<file path="config.mk">
export PLATFORM = sky130hd
export DESIGN_NAME = rpc_outstanding_call_tracker
export DESIGN_NICKNAME = d
export VERILOG_FILES = /design/src/rtl/roct_pkg.sv /design/src/rtl/roct_ctrl.sv /design/src/rtl/roct_dp.sv /design/src/rtl/rpc_outstanding_call_tracker.sv
export SDC_FILE = /design/constraint.sdc
export NUM_CORES = 2
export LEC_CHECK = 0
export ABC_AREA = 1
export ABC_CLOCK_PERIOD_IN_PS = 13050
export BUFFER_PORTS_ARGS = -buffer_cell sky130_fd_sc_hd__buf_2
export CAP_MARGIN = 5
export CORE_MARGIN = 5
export CORE_UTILIZATION = 45
export CTS_BUF_LIST = sky130_fd_sc_hd__clkbuf_4 sky130_fd_sc_hd__clkbuf_8
export CTS_CLUSTER_DIAMETER = 60
export CTS_CLUSTER_SIZE = 14
export DETAILED_ROUTE_END_ITERATION = 16
export PLACE_DENSITY_LB_ADDON = 0.3
export SETUP_SLACK_MARGIN = 0.5
export SKIP_CTS_REPAIR_TIMING = 1
export SLEW_MARGIN = 20
export SYNTH_ARGS = -nofsm -noshare
export SYNTH_HDL_FRONTEND = slang
export SYNTH_SLANG_ARGS = --single-unit
</file>
<file path="constraint.sdc">
create_clock -name clk -period 13.05 [get_ports clk]
set_input_delay 0.6525 -clock clk [delete_from_list [all_inputs] [get_ports clk]]
set_output_delay 0.6525 -clock clk [all_outputs]
set_load 0.01 [all_outputs]
</file>
<file path="src/rtl/roct_pkg.sv">
// shared types and constants for the outstanding call tracker
// depends on nothing; used by roct_ctrl, roct_dp and rpc_outstanding_call_tracker
package roct_pkg;

	localparam int TIMEOUT_W = 22;

	localparam logic [1:0] OP_SEND = 2'd0;
	localparam logic [1:0] OP_RESP = 2'd1;
	localparam logic [1:0] OP_TICK = 2'd2;

	localparam logic [TIMEOUT_W-1:0] TIMEOUT_RESET       = 22'd10000;
	localparam logic [31:0]          ERROR_METHOD        = 32'hFFFF_FFFF;
	localparam logic [31:0]          SUCCESS_METHOD_MASK = 32'h0000_7FFF;
	localparam logic [4:0]           RESULT_LIMIT        = 5'd16;

	typedef enum logic [2:0] {
		KIND_SENT       = 3'd0,
		KIND_NO_LINK    = 3'd1,
		KIND_FULL       = 3'd2,
		KIND_DELIVER    = 3'd3,
		KIND_SUPPRESSED = 3'd4,
		KIND_UNMATCHED  = 3'd5,
		KIND_TIMED_OUT  = 3'd6
	} kind_t;

	typedef struct packed {
		kind_t       kind;
		logic [31:0] call;
		logic [6:0]  proto;
		logic [31:0] method;
	} result_t;

	typedef struct packed {
		logic [31:0] call;
		logic [6:0]  proto;
		logic [31:0] method;
		logic        wants_errors;
		logic [31:0] start_time;
	} entry_t;

	// controller to datapath
	typedef struct packed {
		logic capture;
		logic send;
		logic scan_init;
		logic rd_issue;
		logic ev_step;
		logic scan_end;
		logic flush;
	} dp_cmd_t;

	// datapath to controller
	typedef struct packed {
		logic scan_done;
		logic ev_ok;
		logic pend_valid;
		logic out_free;
	} dp_status_t;

endpackage

</file>
<file path="src/rtl/roct_ctrl.sv">
// sequencing controller of the outstanding call tracker
// depends on roct_pkg; drives the command struct of roct_dp
module roct_ctrl (
	input  logic                 clk,
	input  logic                 arst_n,
	input  logic                 in_valid,
	output logic                 in_stall,
	input  logic [1:0]           opcode,
	input  roct_pkg::dp_status_t st,
	output roct_pkg::dp_cmd_t    cmd
);
	import roct_pkg::*;

	typedef enum logic [4:0] {
		S_IDLE  = 5'b00001,
		S_SEND  = 5'b00010,
		S_RD    = 5'b00100,
		S_EV    = 5'b01000,
		S_FLUSH = 5'b10000
	} state_t;

	state_t state_q;
	state_t state_d;

	assign in_stall = (state_q != S_IDLE);

	always_comb begin
		state_d = state_q;
		cmd = '0;
		case (state_q)
			S_IDLE: begin
				if (in_valid) begin
					cmd.capture = 1'b1;
					if (opcode == OP_SEND) begin
						state_d = S_SEND;
					end else if (opcode == OP_RESP || opcode == OP_TICK) begin
						cmd.scan_init = 1'b1;
						state_d = S_RD;
					end
				end
			end
			S_SEND: begin
				cmd.send = 1'b1;
				state_d = S_FLUSH;
			end
			S_RD: begin
				if (st.scan_done) begin
					cmd.scan_end = 1'b1;
					state_d = S_FLUSH;
				end else begin
					cmd.rd_issue = 1'b1;
					state_d = S_EV;
				end
			end
			S_EV: begin
				// a removal with a result already pending needs the output register free
				if (st.ev_ok) begin
					cmd.ev_step = 1'b1;
					state_d = S_RD;
				end
			end
			S_FLUSH: begin
				if (!st.pend_valid) begin
					state_d = S_IDLE;
				end else if (st.out_free) begin
					cmd.flush = 1'b1;
					state_d = S_IDLE;
				end
			end
			default: begin
				state_d = S_IDLE;
			end
		endcase
	end

	always_ff @(posedge clk or negedge arst_n) begin
		if (!arst_n) begin
			state_q <= S_IDLE;
		end else begin
			state_q <= state_d;
		end
	end

endmodule

</file>
<file path="src/rtl/roct_dp.sv">
// datapath of the outstanding call tracker: call table memory, scan pointers,
// pending result and output register; depends on roct_pkg, driven by roct_ctrl
module roct_dp #(
	parameter int TABLE_DEPTH = 16
) (
	input  logic                             clk,
	input  logic                             arst_n,
	input  roct_pkg::dp_cmd_t                cmd,
	output roct_pkg::dp_status_t             st,
	input  logic                             cfg_valid,
	input  logic                             cfg_ready,
	input  logic [roct_pkg::TIMEOUT_W-1:0]   cfg_data,
	input  logic [1:0]                       opcode,
	input  logic                             link_up,
	input  logic [6:0]                       protocol_id,
	input  logic [31:0]                      method_id,
	input  logic [31:0]                      call_id,
	input  logic                             is_success,
	input  logic                             handle_error,
	input  logic [31:0]                      now_ms,
	output logic                             out_valid,
	input  logic                             out_stall,
	output roct_pkg::result_t                out_res,
	output logic                             out_last
);
	import roct_pkg::*;

	localparam int ADDR_W = (TABLE_DEPTH > 1) ? $clog2(TABLE_DEPTH) : 1;
	localparam int CNT_W  = $clog2(TABLE_DEPTH + 1);
	localparam logic [CNT_W-1:0] DEPTH_CNT = CNT_W'(TABLE_DEPTH);

	entry_t mem [TABLE_DEPTH];
	entry_t rd_data_q;

	logic [TIMEOUT_W-1:0] timeout_q;
	logic [31:0]          next_call_q;
	logic [CNT_W-1:0]     count_q;
	logic [CNT_W-1:0]     rptr_q;
	logic [CNT_W-1:0]     wptr_q;
	logic                 found_q;
	logic [4:0]           nexp_q;

	logic [1:0]  it_op_q;
	logic        it_link_q;
	logic [6:0]  it_proto_q;
	logic [31:0] it_method_q;
	logic [31:0] it_call_q;
	logic        it_success_q;
	logic        it_herr_q;
	logic [31:0] it_now_q;

	result_t pend_q;
	logic    pend_v_q;
	result_t out_res_q;
	logic    out_v_q;
	logic    out_last_q;

	logic        match;
	logic        expire;
	logic        remove;
	logic [31:0] age;
	logic [31:0] resp_method;
	logic        out_free;
	logic        push_mid;
	logic        send_ok;
	result_t     ev_res;
	result_t     send_res;
	result_t     miss_res;
	entry_t      new_entry;
	logic        mem_we;
	logic [ADDR_W-1:0] mem_waddr;
	entry_t      mem_wdata;

	assign resp_method = it_success_q ? (it_method_q & SUCCESS_METHOD_MASK) : ERROR_METHOD;
	assign age = it_now_q - rd_data_q.start_time;

	assign match = (it_op_q == OP_RESP) && !found_q
		&& (rd_data_q.call == it_call_q) && (rd_data_q.proto == it_proto_q)
		&& (!it_success_q || rd_data_q.method == resp_method);
	assign expire = (it_op_q == OP_TICK) && (nexp_q < RESULT_LIMIT)
		&& (age >= {{(32 - TIMEOUT_W){1'b0}}, timeout_q});
	assign remove = match || expire;

	assign out_free = !out_v_q || !out_stall;
	assign push_mid = cmd.ev_step && remove && pend_v_q;
	assign send_ok = it_link_q && (count_q != DEPTH_CNT);

	assign st.scan_done  = (rptr_q == count_q);
	assign st.ev_ok      = !(remove && pend_v_q) || out_free;
	assign st.pend_valid = pend_v_q;
	assign st.out_free   = out_free;

	always_comb begin
		ev_res.kind   = match ? ((it_success_q || rd_data_q.wants_errors) ? KIND_DELIVER
			: KIND_SUPPRESSED) : KIND_TIMED_OUT;
		ev_res.call   = rd_data_q.call;
		ev_res.proto  = rd_data_q.proto;
		ev_res.method = rd_data_q.method;

		send_res.kind   = !it_link_q ? KIND_NO_LINK : (send_ok ? KIND_SENT : KIND_FULL);
		send_res.call   = next_call_q;
		send_res.proto  = it_proto_q;
		send_res.method = it_method_q;

		miss_res.kind   = KIND_UNMATCHED;
		miss_res.call   = it_call_q;
		miss_res.proto  = it_proto_q;
		miss_res.method = resp_method;

		new_entry.call         = next_call_q;
		new_entry.proto        = it_proto_q;
		new_entry.method       = it_method_q;
		new_entry.wants_errors = it_herr_q;
		new_entry.start_time   = it_now_q;

		// compaction writes kept entries down to the write pointer
		mem_we    = 1'b0;
		mem_waddr = wptr_q[ADDR_W-1:0];
		mem_wdata = rd_data_q;
		if (cmd.send && send_ok) begin
			mem_we    = 1'b1;
			mem_waddr = count_q[ADDR_W-1:0];
			mem_wdata = new_entry;
		end else if (cmd.ev_step && !remove) begin
			mem_we = 1'b1;
		end
	end

	always_ff @(posedge clk) begin
		if (mem_we) begin
			mem[mem_waddr] <= mem_wdata;
		end
		if (cmd.rd_issue) begin
			rd_data_q <= mem[rptr_q[ADDR_W-1:0]];
		end
	end

	always_ff @(posedge clk) begin
		if (cmd.capture) begin
			it_op_q      <= opcode;
			it_link_q    <= link_up;
			it_proto_q   <= protocol_id;
			it_method_q  <= method_id;
			it_call_q    <= call_id;
			it_success_q <= is_success;
			it_herr_q    <= handle_error;
			it_now_q     <= now_ms;
		end
		if (cmd.send) begin
			pend_q <= send_res;
		end else if (cmd.ev_step && remove) begin
			pend_q <= ev_res;
		end else if (cmd.scan_end && it_op_q == OP_RESP && !found_q) begin
			pend_q <= miss_res;
		end
		if (push_mid || cmd.flush) begin
			out_res_q  <= pend_q;
			out_last_q <= cmd.flush;
		end
	end

	always_ff @(posedge clk or negedge arst_n) begin
		if (!arst_n) begin
			timeout_q   <= TIMEOUT_RESET;
			next_call_q <= 32'd1;
			count_q     <= '0;
			rptr_q      <= '0;
			wptr_q      <= '0;
			found_q     <= 1'b0;
			nexp_q      <= '0;
			pend_v_q    <= 1'b0;
			out_v_q     <= 1'b0;
		end else begin
			if (cfg_valid && cfg_ready) begin
				timeout_q <= cfg_data;
			end
			if (cmd.send) begin
				next_call_q <= next_call_q + 32'd1;
				if (send_ok) begin
					count_q <= count_q + CNT_W'(1);
				end
			end
			if (cmd.scan_init) begin
				rptr_q  <= '0;
				wptr_q  <= '0;
				found_q <= 1'b0;
				nexp_q  <= '0;
			end
			if (cmd.ev_step) begin
				rptr_q <= rptr_q + CNT_W'(1);
				if (remove) begin
					found_q <= found_q || match;
					nexp_q  <= nexp_q + {4'd0, expire};
				end else begin
					wptr_q <= wptr_q + CNT_W'(1);
				end
			end
			if (cmd.scan_end) begin
				count_q <= wptr_q;
			end
			if (cmd.send || (cmd.ev_step && remove)
				|| (cmd.scan_end && it_op_q == OP_RESP && !found_q)) begin
				pend_v_q <= 1'b1;
			end else if (cmd.flush) begin
				pend_v_q <= 1'b0;
			end
			if (push_mid || cmd.flush) begin
				out_v_q <= 1'b1;
			end else if (out_v_q && !out_stall) begin
				out_v_q <= 1'b0;
			end
		end
	end

	assign out_valid = out_v_q;
	assign out_res   = out_res_q;
	assign out_last  = out_last_q;

`ifndef ASSERT_OFF
	a_wptr_behind: assert property (@(posedge clk) disable iff (!arst_n)
		wptr_q <= rptr_q)
		else $error("write pointer ran ahead of read pointer");

	a_expiry_limit: assert property (@(posedge clk) disable iff (!arst_n)
		nexp_q <= RESULT_LIMIT)
		else $error("too many expiries in one tick");

	a_call_number_step: assert property (@(posedge clk) disable iff (!arst_n)
		cmd.send |=> next_call_q == $past(next_call_q) + 32'd1)
		else $error("call number not consumed by send");

	a_count_on_send: assert property (@(posedge clk) disable iff (!arst_n)
		cmd.send && send_ok |=> count_q == $past(count_q) + CNT_W'(1))
		else $error("accepted send did not grow the table");

	a_flush_has_room: assert property (@(posedge clk) disable iff (!arst_n)
		cmd.flush |-> pend_v_q && out_free)
		else $error("flush without pending result or output room");
`endif

endmodule

</file>
<file path="src/rtl/rpc_outstanding_call_tracker.sv">
// Tracks outstanding remote calls in an ordered table and reports send, match and
// timeout results. Top level: roct_ctrl sequencer plus roct_dp datapath; needs roct_pkg.
//
// Input channel (in_valid/in_stall): one transaction per opcode. A send takes the
// next call number and gives one result. A response scans the table oldest first,
// removes the first matching entry and gives one result (deliver, suppressed or
// unmatched). A tick scans in insertion order and gives one result per expired
// entry, at most 16, possibly none. is_last marks the final result of a transaction.
// For each entry, the scan of a response or tick reads the table memory, then
// compares and compacts. The block takes the next input while the last result
// still sits in the output register.
// Output channel (out_valid/out_stall): a stall holds the result and pauses the scan
// when a second result is ready. Config channel (cfg_valid/cfg_ready, always ready)
// writes timeout_ms; write only while the block is idle.
// Reset: table empty, next call number 1, timeout 10000 ms; no clearing pass.
module rpc_outstanding_call_tracker #(
	parameter int TABLE_DEPTH = 16
) (
	input  logic        clk,
	input  logic        arst_n,
	input  logic        in_valid,
	output logic        in_stall,
	input  logic [1:0]  opcode,
	input  logic        link_up,
	input  logic [6:0]  protocol_id,
	input  logic [31:0] method_id,
	input  logic [31:0] call_id,
	input  logic        is_success,
	input  logic        handle_error,
	input  logic [31:0] now_ms,
	output logic        out_valid,
	input  logic        out_stall,
	output logic [2:0]  result_kind,
	output logic [31:0] tag_call_id,
	output logic [6:0]  tag_protocol,
	output logic [31:0] tag_method,
	output logic        is_last,
	input  logic        cfg_valid,
	output logic        cfg_ready,
	input  logic [21:0] cfg_data
);
	import roct_pkg::*;

	dp_cmd_t    cmd;
	dp_status_t st;
	result_t    out_res;

	assign cfg_ready = 1'b1;

	roct_ctrl u_ctrl (
		.clk      (clk),
		.arst_n   (arst_n),
		.in_valid (in_valid),
		.in_stall (in_stall),
		.opcode   (opcode),
		.st       (st),
		.cmd      (cmd)
	);

	roct_dp #(
		.TABLE_DEPTH (TABLE_DEPTH)
	) u_dp (
		.clk          (clk),
		.arst_n       (arst_n),
		.cmd          (cmd),
		.st           (st),
		.cfg_valid    (cfg_valid),
		.cfg_ready    (cfg_ready),
		.cfg_data     (cfg_data),
		.opcode       (opcode),
		.link_up      (link_up),
		.protocol_id  (protocol_id),
		.method_id    (method_id),
		.call_id      (call_id),
		.is_success   (is_success),
		.handle_error (handle_error),
		.now_ms       (now_ms),
		.out_valid    (out_valid),
		.out_stall    (out_stall),
		.out_res      (out_res),
		.out_last     (is_last)
	);

	assign result_kind  = out_res.kind;
	assign tag_call_id  = out_res.call;
	assign tag_protocol = out_res.proto;
	assign tag_method   = out_res.method;

endmodule
</file>
---- After elaboration in Yosys (flattened, before gate mapping) ----
Memories as Yosys holds them, arrays and structs flattened. A register that Yosys moved wholly into a read port is not among the register bits.
Cells that the tools add are included.
word-level totals
  flip-flop bits (word level) ............. 339
  RAM bits ................................ 1664
  input port bits ......................... 135
  output and inout bits ................... 78
  word-level logic and storage cells ...... 151
  memories ................................ 1
memories
  name      words  bits a word  rd ports  clocked after Yosys merged registers in  write ports  RTL line       text
  u_dp.mem  16     104          1         1                                        1            roct_dp.sv:32  entry_t mem [TABLE_DEPTH];
operators by class
  $add $sub $neg .......................... 6
  $lt $le $gt $ge ......................... 2
  equality and inequality tests ........... 19
  mux-type cells .......................... 56
  reductions and logical operators ........ 40
operator list
  kind                                                  count
  two-way mux 74 bit                                    3
  two-way mux 104 bit                                   1
  two-way mux 5 bit                                     18
  equality test 32 bit                                  2
  adder 32 x 1 -> 32 bit (second input constant)        1
  greater-or-equal comparator 32 x 22 -> 1 bit          1
  two-way mux 32 bit                                    1
  subtractor 32 bit                                     1
  two-way mux 1 bit                                     27
  one-hot mux 5 bit (5 select lines)                    1
  adder 5 x 1 -> 5 bit (second input constant)          3
  logical AND 1 bit                                     15
  logical OR 1 bit                                      10
  nonzero test 2 bit                                    5
  two-way mux 3 bit                                     3
  equality test 7 bit                                   1
  logical NOT 1 bit                                     6
  adder 5 x 1 -> 5 bit                                  1
  equality test 5 x 1 -> 1 bit (second input constant)  1
  equality test 5 x 2 -> 1 bit (second input constant)  1
  equality test 5 x 3 -> 1 bit (second input constant)  1
  equality test 5 x 4 -> 1 bit (second input constant)  1
  equality test 5 bit                                   1
  equality test 5 bit (second input constant)           1
  14 further kinds                                      17

---- Longest topological paths before layout ----
  depth after elaboration ................. 16
  gate-level depth with buffers ........... 34
  mapped depth without buffers ............ 34

---- Modules after synthesis ----
Synthesis repeated with hierarchy kept, for this count alone.
second synthesis, totals
  cells, all modules ...................... 6573
  area total of the unflattened synthesis .. 85389.4 µm²
modules (own cells, without submodules)
  module                        times used  cells an instance  area each (µm²)  sequential area each (µm²)
  roct_dp                       1           6517               84986.5          62742.7
  roct_ctrl                     1           54                 391.6            126.4
  rpc_outstanding_call_tracker  1           2                  11.3             0.0

---- Worst setup path before layout ----
No wires, ideal clock.
  path kind ............................... register to register
  start ................................... register u_dp.it_now_q[0]
  end ..................................... memory u_dp.mem[0][0] (netlist name), enable pin
  setup time .............................. 568 ps
  arrival time ............................ 7269 ps
  required time ........................... 12482 ps
  slack ................................... 5213 ps
  cell stages (with the launch flop) ...... 28
  path buffers ............................ 0
  clock period less this slack ............ 7837 ps
  cells stage by stage .................... edfxtp_1 -> inv_1 -> ha_1 -> inv_1 -> fa_1 -> nand3_1 -> nand3_1 -> nand2_1 -> nand2_1 -> xor2_1 -> ha_1 -> a21oi_1 -> nor3_1 -> nor3_1 -> nand2_1 -> nand2_1 -> nand2_1 -> nand2_1 -> nand2_1 -> nand2_1 -> nand2_1 -> inv_1 -> nand2_1 -> nand2_2 -> nand3_1 -> nand2_1 -> nand3_1 -> nor2_1
on the way
  word-level cells in the longest chain between the ends .. 14
  elaborated cells between the ends (all ways) .. 15
  those cells by class .................... 1 x add/sub; 1 x order compare; 6 x mux; 7 x reduce/logical
RTL lines
  element                                           RTL line         text
  from (decl)                                       roct_dp.sv:50    logic [31:0] it_now_q;
  from (signal assigned)                            roct_dp.sv:147   it_now_q <= now_ms;
  subtractor 32 bit (*)                             roct_dp.sv:75    assign age = it_now_q - rd_data_q.start_time;
  greater-or-equal comparator 32 x 22 -> 1 bit (*)  roct_dp.sv:81    && (age >= {{(32 - TIMEOUT_W){1'b0}}, timeout_q});
  logical AND 1 bit (*)                             roct_dp.sv:81
  logical OR 1 bit (*)                              roct_dp.sv:82    assign remove = match || expire;
  logical AND 1 bit                                 roct_dp.sv:89    assign st.ev_ok = !(remove && pend_v_q) || out_free;
  logical NOT 1 bit                                 roct_dp.sv:89
  logical OR 1 bit                                  roct_dp.sv:89
  two-way mux 1 bit                                 roct_ctrl.sv:57  if (st.ev_ok) begin
  two-way mux 1 bit                                 roct_ctrl.sv:30  case (state_q)
  logical AND 1 bit (*)                             roct_dp.sv:124   end else if (cmd.ev_step && !remove) begin
  two-way mux 1 bit (*)                             roct_dp.sv:124
  two-way mux 1 bit (*)                             roct_dp.sv:120   if (cmd.send && send_ok) begin
  two-way mux 1 bit (*)                             roct_dp.sv:130   if (mem_we) begin
  two-way mux 1 bit (implied by the code) (*)       roct_dp.sv:131   mem[mem_waddr] <= mem_wdata;
  to (decl)                                         roct_dp.sv:32
Every way passes the cells marked *; elsewhere a longest branch is shown, timed or not.

---- Worst setup path after layout ----
  start ................................... register u_dp.it_now_q[0]
  end ..................................... memory u_dp.mem[10][52] (netlist name), enable pin
The elaborated chain is that of the path after synthesis.

==> metrics <==
Finished Core Util=49.8%; # IOs=213; initial core utilization=45.3%; fmax=roughly 140 MHz; path category of the worst min-delay check=primary input to async pin; Iteration-0 DRC Markers=6,544; type of the worst setup path=register to register; clock transition at the registers of the reported paths=0.08 ns; RSZ-0062 raised after global routing=false; main combinational cell family by area after synthesis=simple AND/OR/NAND/NOR gates; Post-synth EDFFs=~2,000; wire per inst=approximately 24 microns; CP Max Fanout=55; Pwr per Cell Area=181 nW/um^2; final wirelength=229 mm; layout cells sized above 1=9.81%; FFs w/ async S/R, synth=around 3.9%; Area Overhead vs Synth=10.1%; CTS max path bufs=3; CTS tree=built; simple-gate area share of the yosys netlist=10.9%; Die Width=445 microns; final worst slack=6.04 ns; #FFs+latches synth=2,107; crit path DAT=7.59 ns; Slew HR=22.7%; Max Clock Skew=0.0737 ns; Worst-Margin Slew=1.16 ns; Final setup viols=0; grt ovf=0; largest net degree at the start of global routing=214; vias=55,124; top cell type's share of synthesized area=about 70%; PortBufs=~210; core area=188,000 sq um; DIE AREA=around 200,000 sq um; nets=7,178; Synthesis Warnings=0; mux share of post-synthesis cell area=less than 1%; Post-Place Worst Slack=6.01 ns; Commonest cells post-synth=2,025 x edfxtp_1, 954 x o21ai_0, 934 x nor2_1; post-DP HPWL=about 130 mm; Final GP Congestion=0.837; Final Hold Vio Count=0; total leakage power=31.8 nW; result of the run=complete, no violations; period utilisation layout=53.7%; Synth Area in Adders=0.922%; fin area=just over 90,000 sq um; top_reg_cell synth=edfxtp_1; post-synthesis compound-gate area fraction=9.95%; die height=445 microns; htree depth=4; synth top area cells=edfxtp_1 72%, o21ai_0 5.6%, nor2_1 4.1%; Placed Instance Area=slightly below 90,000 sq um; clk sinks=2,107; Synth cell types=49; most common cell in the netlist=edfxtp_1; CP Capture Type=register; Post-Synthesis Cells=6,709; Post-DRT Antenna Nets=0; GRT Overall Usage=22.5%; sequential-to-total area share from yosys stat=approximately 74%; Min Clock Period, post-route=7.01 ns; Skew-Pair Late Insertion Delay=0.98 ns; CP required=13.63 ns; Vias/cell=around 5.8; 1st-pass router iterations=6; post-synth net total=6,906; Final Max Slew Viols=0; CTS root buf=clkbuf_8; CP startpoint kind=register; # fillers=~16,000; Mean Syn Cell Area=12.7 sq um; via count of the first global-routing pass=just over 50,000; FP Rows=roughly 160; setup tns final=0 ns; DRC errors left=0; Max Cap Viol=0; Inst Count DP=9,159; initial antenna violation count=5; Max VDD drop=0.161 mV; area of the mapped netlist=85,000 sq um; xor and xnor area share after synthesis=1.11%; first-pass GRT wire length=~340 mm; fin cells=9,554; top cell type by total area after synthesis=edfxtp_1; Num CTS Buffers=182
[worst max-delay path, cell delays in order (launching register included)]
cell and delay (ns):
edfxtp_1 0.36, inv_1 0.08, ha_1 0.15, inv_1 0.08
fa_1 0.46, nand3_1 0.10, nand3_1 0.14, nand3_1 0.12
nand3_1 0.19, xor2_1 0.21, ha_1 0.19, a21oi_1 0.13
nor3_1 0.06, a211oi_1 0.16, nand2_1 0.10, nand2_1 0.06
nand2_1 0.06, nand2_1 0.07, nand2_1 0.05, inv_1 0.05
nand2_1 0.24, nand2_2 0.23, nand3_1 0.19, nand2_1 0.27
nand3_1 0.38, nor2_4 0.89, buf_4 0.98, buf_4 0.61
[placed cells by master, fill, tap and decap left out, types with 171 or more instances in the layout]
| cell | n |
|---|---|
| o22ai_1 | 250 |
| clkbuf_8 | 183 |
| nand2_1 | 884 |
| nor2_1 | 915 |
| edfxtp_1 | 2025 |
| inv_1 | 267 |
| o221ai_1 | 171 |
| nand3_1 | 334 |
| buf_2 | 210 |
| o21ai_0 | 929 |
[power by group]
part | switching, mW | internal, mW
Sequential | 0.260 | 8.19
Combinational | 3.47 | 1.31
Clock | 2.22 | 1.47
[stage by stage]
step / hold WS (ns) / total power [mW]
3_5_place_dp: 0.405 / 13.3
5_1_grt: 0.0817 / 17.8
2_1_floorplan: 0.357 / 11.4
3_3_place_gp: 0.401 / 13.2
4_1_cts: -0.512 / 16.9
6_report: 0.135 / 16.9
[metal layers]
metal / track usage (%) / vias up / share of wire, %
met5: 0 / - / 0
met4: 6.51 / 0 / 2.7
met3: 3.77 / 320 / 8.9
met2: 34.9 / 2563 / 46
met1: 33.2 / 27403 / 43
li1: - / 24838 / -
[flip-flops by register name (all words and copies together) (netlist names), 5 cells and up]
register,flops
u_ctrl.state_q,5
u_dp.count_q,5
u_dp.ev_res,71
u_dp.it_call_q,32
u_dp.it_method_q,32
u_dp.it_now_q,32
u_dp.it_proto_q,7
u_dp.mem,1664
u_dp.nexp_q,5
u_dp.next_call_q,32
u_dp.out_res,74
u_dp.pend_q,74
u_dp.rd_data_q,33
u_dp.rptr_q,5
u_dp.timeout_q,22
u_dp.wptr_q,5
[path summary, 6_finish.rpt]
path / cells after the start / startpoint / slack [ns] / to
setup / recovery: 27 / u_dp.it_now_q[0] / 6.04 / u_dp.mem[10][52]
hold / removal: 2 / arst_n / 0.14 / u_dp.timeout_q[19]
setup reg to reg: 27 / u_dp.it_now_q[0] / 6.04 / u_dp.mem[10][52]
hold reg to reg: 0 / u_dp.pend_q[67] / 0.39 / u_dp.out_res[67]
max in group asynchronous: 3 / arst_n / 11.62 / u_dp.rptr_q[0]
min in group clk: 3 / cfg_valid / 0.21 / u_dp.timeout_q[10]
[area by class of cell]
type | count | area, sq um | share of cell area, %
antenna | 4 | 10.0 | 0.0107
tap | 2495 | 3120 | 3.34
clock buffer | 212 | 2740 | 2.92
inverter | 285 | 1100 | 1.17
multi-input combinational | 3920 | 19700 | 21.1
sequential | 2107 | 62900 | 67.2
clock inverter | 46 | 507 | 0.541
timing repair buffer | 485 | 3510 | 3.75
[cells by family after synthesis]
group | Yosys count
adder cells (fa/ha/maj) | 62
buffers and inverters | 682
multiplexers | 1
XOR/XNOR | 108
other | 1
AND/OR/NAND/NOR | 2278
AO/OA/AOI/OAI | 1470
flip-flops | 2107
Note: power is estimated with default switching activity, not from simulation.
